--- src/hdl/nmm_cell.sv ---
module nmm_cell #(
  parameter int W = 8
) (
  input  logic         clk,
  input  logic         rst_n,
  input  logic         shift_en,
  input  logic         load_en,
  input  logic [W-1:0] load_d,
  input  logic [W-1:0] shift_d,
  output logic [W-1:0] q
);

  logic [W-1:0] q_r;

  // A loaded detection takes priority; otherwise the slot passes its
  // neighbour's contents along the ring.
  always_ff @(posedge clk) begin
    if (!rst_n) begin
      q_r <= '0;
    end else if (load_en) begin
      q_r <= load_d;
    end else if (shift_en) begin
      q_r <= shift_d;
    end
  end

  assign q = q_r;

endmodule

--- config.mk ---
export PLATFORM = sky130hd
export DESIGN_NAME = nmm_cell
export DESIGN_NICKNAME = d
export VERILOG_FILES = /design/src/hdl/nmm_cell.sv
export SDC_FILE = /design/constraint.sdc
export NUM_CORES = 1
export LEC_CHECK = 0
export BUFFER_PORTS_ARGS = -buffer_cell sky130_fd_sc_hd__buf_2
export CORE_AREA = 2 2 39 41
export CTS_CLUSTER_DIAMETER = 40
export CTS_CLUSTER_SIZE = 8
export DETAILED_ROUTE_END_ITERATION = 8
export DIE_AREA = 0 0 41 43
export PLACE_DENSITY = 0.67
export SLEW_MARGIN = 20
export SYNTH_ARGS = -nofsm -noshare
export SYNTH_HDL_FRONTEND = slang
export SYNTH_SLANG_ARGS = --single-unit
--- constraint.sdc ---
create_clock -name clk -period 1.3 [get_ports clk]
set_clock_uncertainty 0.1 [all_clocks]
set_input_delay 0.13 -clock clk [delete_from_list [all_inputs] [get_ports clk]]
set_output_delay 0.13 -clock clk [all_outputs]
set_load 0.05 [all_outputs]
==> run metrics <==
status=completed; vias in the first global route=297; max_slew headroom=81.94%; Die Width=41 um; Starting DRT DRC Count=2; fin worst setup slack=approximately 0.22 ns; Post-CTS Resized=0; Top FF cell, synth=dfxtp_1; list of most frequent post-synthesis cells=dfxtp_1 (8), mux2_4 (8), o211a_1 (8), or2b_1 (8); Clock Pin Slew Worst Setup and Hold Paths=0.05 ns; Die Y=approximately 43 um; Post-Place Cells=75; final setup violation count=0; Peak VDD IR=0.3708 mV; CTS tree=done; Fill cells=about 140; Placer Congestion=0.6539; Total GRT Usage=~11%; async set or reset register ratio after synthesis=0%; Core Region=1384 um2; Seq/Total Area, Yosys=between 30 and 40%; Startpoint Class=flip-flop; Sw Pwr=0.1983 mW; htree depth=1; HPWL after DPL=704.7 um; Net Sw Frac=30.38%; Combinational Power Share=between 20% and 30%; pre-CTS setup slack=0.1741 ns; Yosys top cell area share=a little over a third; Hold Path Stages=3; R2R setup slack=0.31 ns; CP Cell Sequence=buf_2; Min Hold Slack=0.09025 ns; Final #Nets=84; Crit path max-delay family=flip-flops; WP buf/inv=1; Critical Path End Type=primary output; Cell Rows=14; CTS sink count=8; RSZ-0062 raised after global routing=no; WP data arrival=between 0.8 and 0.9 ns; CTS Root Cell=clkbuf_4; Initial Util=around a third; PwrDens=1091 nW/um2; CTS Buf Count=3; post-route DRC violation count=0; Post-CTS Hold Fix Bufs=0; clock latency on the worst-skew pair=0.25 ns; global-route wire length before repair=1.221 mm; max-cap violations=0; CP Max Fanout=2; Detail Route Antenna Nets=0; final hold viol count=0; grt ovf=0; P_leak=0.3715 nW; share of layout cells above drive strength 1=61.29%; Post-synth EDFFs=0; crit path time final=1.083 ns; vias per inst=4.667; DRT Pass-1 Iters=4; Min-Delay Endpoint=q[5]; Distinct cells, synth=7; Port Buffers=27; Hold WC Path Type=primary input to flip-flop; Tcrit/Tclk final=83.32%; FF-to-FF path depth=2; hold path start=load_d[5]; setup TNS=0 ns; reg-to-reg critical path endpoint=q[2]; Non-Filler Instances=78; Design Area, Final=598.1 um2; Worst path slowest cell=dfxtp_1; Area contributors post-synth=dfxtp_1 (36%), mux2_4 (27%), o211a_1 (18%); Worst Tran Pin Value=0.2709 ns; postcts setup bufs=0; Final Core Density=43.22%; die area=1763 um2; Syn Std Cell Area=440.4 um2; clk buf depth=2; fin. max-slew vios=0; Clock power frac=28.6%; Internal=0.4543 mW; worst flop-to-flop path startpoint=q[2]; Pwr Total=0.6526 mW; diode count=0; initial antenna violation count=0; Area Overhead vs Synth=35.80%; # IOs=28; Avg WL per Cell=12.21 um; max reg flops=8; CP required=between 1 and 1.5 ns; YS warnings=0; vias=364; Syn Nets=55; placed inst area=575.6 um2; Synth Instances=35; Max Fclk=923.2 MHz; Worst path max stage delay=0.34 ns; Yosys top cell by area=dfxtp_1; sequential share of power=approximately two fifths; syn_area_per_cell=12.58 um2; WS Path Type=flip-flop to primary output; final wirelength=~950 um; largest net degree at the start of global routing=17; number of synthesized register bits=8
## worst max path at each step
stage,cells after the start,startpoint,end,slack [ns]
global route,1,q[4],q[4],0.18
detailed placement,3,shift_en,q[2],0.17
CTS,1,q[2],q[2],0.20
floorplan,2,q[0],q[0],0.11
global placement,3,shift_en,q[2],0.20
finish,1,q[2],q[2],0.22
## per-layer routing
metal	track usage (%)	vias to the layer above	share of wire, %
li1	-	180	-
met1	12.01	165	47
met2	15.63	17	43
met3	4.712	2	8.9
met4	8.000	0	1.1
met5	0	-	0
## power by group through the flow
stage / logic (mW) / registers, mW / clock network, mW
floorplan: 0.0769 / 0.344 / 0
global placement: 0.191 / 0.278 / 0
detailed placement: 0.193 / 0.278 / 0
CTS: 0.194 / 0.273 / 0.197
global route: 0.204 / 0.275 / 0.205
finish: 0.193 / 0.273 / 0.186
## layout by cell type, fill, tap and decap left out
master and count:
or2b_1 8, dfxtp_1 8, mux2_4 8, buf_2 27
o211a_1 8, clkbuf_4 3
## cells by family after synthesis
family	Yosys count	synth area share (%)
flip-flops	8	36.36
buffers and inverters	3	4.543
AO/OA/AOI/OAI	8	18.18
AND/OR/NAND/NOR	8	13.64
multiplexers	8	27.27
## layout make-up
type	count	area (um2)	area share (%)
sequential	8	160.2	26.78
tap	16	20.02	3.347
clock buffer	3	22.52	3.766
timing repair buffer	27	135.1	22.59
multi-input combinational	24	260.3	43.51
No activity file was read; power rests on OpenSTA's default activity.
