--- src/hdl/nmm_ovl.sv ---
module nmm_ovl #(
  parameter int CW = 16
) (
  input  logic            clk,
  input  logic            en,
  input  logic            metric,
  input  logic [15:0]     thr,
  input  logic [CW-1:0]   hx1,
  input  logic [CW-1:0]   hy1,
  input  logic [CW-1:0]   hx2,
  input  logic [CW-1:0]   hy2,
  input  logic [CW-1:0]   kx1,
  input  logic [CW-1:0]   ky1,
  input  logic [CW-1:0]   kx2,
  input  logic [CW-1:0]   ky2,
  input  logic [2*CW-1:0] k_area,
  output logic            match,
  output logic [2*CW-1:0] area
);

  logic [CW-1:0]     lx, ty, rx, by, iw, ih, hw, hh;
  logic [2*CW-1:0]   inter1_r, ae1_r, inter2_r, ae2_r, inter3_r, ae3_r, ae4_r;
  logic [2*CW:0]     denom_nxt, denom2_r;
  logic [2*CW+16:0]  prod3_r;
  logic              match4_r;

  // Intersection sides clip at zero.
  always_comb begin
    lx = (hx1 > kx1) ? hx1 : kx1;
    ty = (hy1 > ky1) ? hy1 : ky1;
    rx = (hx2 < kx2) ? hx2 : kx2;
    by = (hy2 < ky2) ? hy2 : ky2;
    iw = (rx > lx) ? (rx - lx) : '0;
    ih = (by > ty) ? (by - ty) : '0;
    hw = hx2 - hx1;
    hh = hy2 - hy1;
  end

  // Denominator: smaller area or union area.
  always_comb begin
    if (metric) begin
      denom_nxt = (2*CW+1)'((ae1_r < k_area) ? ae1_r : k_area);
    end else begin
      denom_nxt = (2*CW+1)'(k_area) + (2*CW+1)'(ae1_r) - (2*CW+1)'(inter1_r);
    end
  end

  // Four stages: areas, denominator, threshold product, compare.
  always_ff @(posedge clk) begin
    if (en) begin
      inter1_r <= (2*CW)'(iw) * (2*CW)'(ih);
      ae1_r    <= (2*CW)'(hw) * (2*CW)'(hh);
      inter2_r <= inter1_r;
      ae2_r    <= ae1_r;
      denom2_r <= denom_nxt;
      inter3_r <= inter2_r;
      ae3_r    <= ae2_r;
      prod3_r  <= (2*CW+17)'(thr) * (2*CW+17)'(denom2_r);
      match4_r <= {1'b0, inter3_r, 16'd0} >= prod3_r;
      ae4_r    <= ae3_r;
    end
  end

  assign match = match4_r;
  assign area  = ae4_r;

endmodule

--- config.mk ---
export PLATFORM = sky130hd
export DESIGN_NAME = nmm_ovl
export DESIGN_NICKNAME = d
export VERILOG_FILES = /design/src/hdl/nmm_ovl.sv
export SDC_FILE = /design/constraint.sdc
export NUM_CORES = 2
export LEC_CHECK = 0
export ABC_AREA = 1
export BUFFER_PORTS_ARGS = -buffer_cell sky130_fd_sc_hd__buf_2
export CAP_MARGIN = 5
export CORE_ASPECT_RATIO = 0.7
export CORE_MARGIN = 2
export CORE_UTILIZATION = 59
export DETAILED_ROUTE_END_ITERATION = 10
export GPL_ROUTABILITY_DRIVEN = 1
export GPL_TIMING_DRIVEN = 0
export PLACE_DENSITY = 0.79
export REMOVE_ABC_BUFFERS = 1
export SKIP_LAST_GASP = 1
export SLEW_MARGIN = 20
export SYNTH_ARGS = -nofsm -noshare
export SYNTH_HDL_FRONTEND = slang
export SYNTH_SLANG_ARGS = --single-unit
--- constraint.sdc ---
create_clock -name clk -period 12.5 [get_ports clk]
set_input_delay 2.5 -clock clk [delete_from_list [all_inputs] [get_ports clk]]
set_output_delay 2.5 -clock clk [all_outputs]
set_load 0.02 [all_outputs]
==> metrics.txt <==
CP startpoint kind=input pin; Seq/Total Area, Yosys=0.169; status=completed; most frequent cells in the layout=nand2_1 (1639), inv_1 (1524), fa_1 (856); CP max stage cell=fa_1; max-cap violations=0; core area=a little over 90000 um2; Synth top area share=0.314; RSZ-0062 raised after global routing=no; NumNets Final=8342; ys async rst share=0; YS warnings=0; post-DR wirelength/cell=between 15 and 20 um; Worst Max-Slew Pin Slew=approximately 1100 ps; area fraction in compound gates after synthesis=0.0579; Filler cells=~8000; Non-Filler Instances=about 8000; Max Fclk=0.0852 GHz; Setup WS post-layout=roughly 760 ps; main combinational cell family by area after synthesis=adder cells; Clk pin slew, worst setup/hold paths=approximately 70 ps; TritonCTS clock tree=yes; CTS root buf=clkbuf_16; post-synthesis mux area share=0; synthesized area per cell=about 8 um2; CTS Hold Bufs=0; router iterations before antenna repair=7; ant diodes=0; Hold EP=ae3_r[20]; grt total ovfl=0; PortBufs=~210; Final Setup Violations=0; Max clock buf depth=3; Post-Synth Simple-Gate Area=0.192; DR vias/cell=~5.6; vias in the first global route=45300; Hold Vio Cnt, Final=0; Worst Skew=between 30 and 40 ps; post_cts resized=0; hold_sp=ae2_r[20]; Mapped Area=roughly 55000 um2; flops & latches, synth=roughly 300; die width=about 370 um; Tot GR Track Use=0.332; htree depth=2; io pins=~210; slowest stage delay, CP=550 ps; Design Area, Final=57800 um2; Tcrit/Tclk final=0.939; worst-skew pair later-pin latency=570 ps; clock sinks=between 300 and 400; via count=about 45000; number of synthesized flops with an enable pin=a little over 300; global-route wire length before repair=around 250000 um; Antenna Nets Post-Route=0; min cycle time layout=between 10000 and 15000 ps; Setup WS pre-CTS=-3.11 ps; Post-CTS Setup Inserts=0; most frequent CP cell=nand2_1; Max FO, Critical Path=18; area leader, netlist=fa_1; layout cells sized above 1=0.0566; Layout area overhead=5.87%; worst r2r dst=prod3_r[46]; predominant post-synthesis flop cell=edfxtp_1; top post-synthesis cells by area=fa_1 (31%), edfxtp_1 (17%), ha_1 (13%), nand2_1 (11%), inv_1 (10%); Post-Place Cells=about 8000; largest net degree at the start of global routing=110; DRC Markers=0; worst r2r src=denom2_r[13]; # rows=93; DP Wirelength=approximately 130000 um; Slew Limit Fails=0; Die ar.=around 95000 um2; overall die height=around 260 um; Detailed Route WL=between 150000 and 200000 um; most common cell after layout, fill and taps aside=nand2_1; CP required=approximately 13000 ps; worst hold path class=flop to flop; gpl congestion=approximately 1.0; WHS Path Cells=0; CTS Buf Count=35; Max transition margin=0.292; DRT iter0 DRCs=approximately 4900; Gate Count Post-Synth=between 6000 and 7000; Post-DP Area=roughly 57000 um2; Worst EP arrival=roughly 12000 ps; crit path kind=input pin to flop; Starting Density=0.595; Worst setup EP type=flop; Adder-Cell Fraction of Synth Area=0.439; xor and xnor fraction of the mapped netlist area=0.0197; reg2reg setup slack=around 5700 ps; r2r worst-path depth=21; Yosys cell types=61; initial antenna violation count=0
[cells by family after synthesis]
group	count (synthesis)
AOI/OAI and AO/OA	576
adders and majority gates	1405
and+or+nand+nor	2537
xor gates and xnor gates	122
DFF	307
buffers and inverters	1755
[metal layers]
metal	share of wire	up-vias	global-route usage
met5	0	-	0
met4	0.022	0	0.0707
met3	0.12	190	0.0820
met2	0.41	2256	0.482
met1	0.44	21900	0.503
li1	-	20500	-
[state kept, by name (all words and copies together) (netlist names)]
register  cells
ae3_r        32
ae2_r        32
prod3_r      49
ae1_r        32
area         32
match         1
inter3_r     32
inter1_r     32
denom2_r     33
inter2_r     32
[cell usage after synthesis (all sizes together), types with 3 or more instances]
cell	n
a211oi	4
o211ai	8
ha	549
o21a	17
inv	1549
clkinv	3
nand3b	18
o21bai	26
a21o	23
nor4	6
clkbuf	168
nand3	265
or2	14
nor3	57
fa	856
a31oi	7
buf	35
a21oi	300
nor2	479
nand4	42
xor2	87
o21ai	177
edfxtp	307
a21boi	6
xnor2	35
nand2	1651
[final cells by class]
type / instances / area (um2) / area share
inverter: 1552 / 5840 / 0.101
clock buffer: 39 / 912 / 0.0158
timing repair buffer: 222 / 1230 / 0.0212
sequential: 307 / 9220 / 0.159
tap: 1235 / 1550 / 0.0267
multi-input combinational: 4640 / 38800 / 0.672
clock inverter: 23 / 253 / 0.00437
[how the worst max path moves through the flow]
stage / slack (ps) / end / cells past startpoint / startpoint
floorplan: 2040 / inter1_r[28] / 38 / kx1[15]
finish: 760 / inter1_r[30] / 42 / hx2[1]
CTS: 580 / inter1_r[28] / 41 / hx2[1]
global placement: 190 / inter1_r[28] / 41 / hx2[1]
detailed placement: -3 / inter1_r[28] / 41 / hx2[1]
global route: 120 / inter1_r[28] / 42 / kx2[1]
[per-stage QoR]
step	util	TNS (ps)	hold WS, ps
final	0.630	0	391
after CTS	0.630	0	382
after floorplan	-	0	400
after global placement	0.614	0	400
after detailed placement	0.617	-3.11	405
after global routing	0.630	0	394
[critical path, delay by kind of cell]
family | cells | cell delay, ps
fa+ha+maj | 10 | 4340
simple gates | 20 | 3040
compound gates | 6 | 1200
buf+inv | 6 | 920
Power is left out: the tool's default activity adds up to more than one toggle a clock period on the data nets, which glitch-free logic cannot reach.
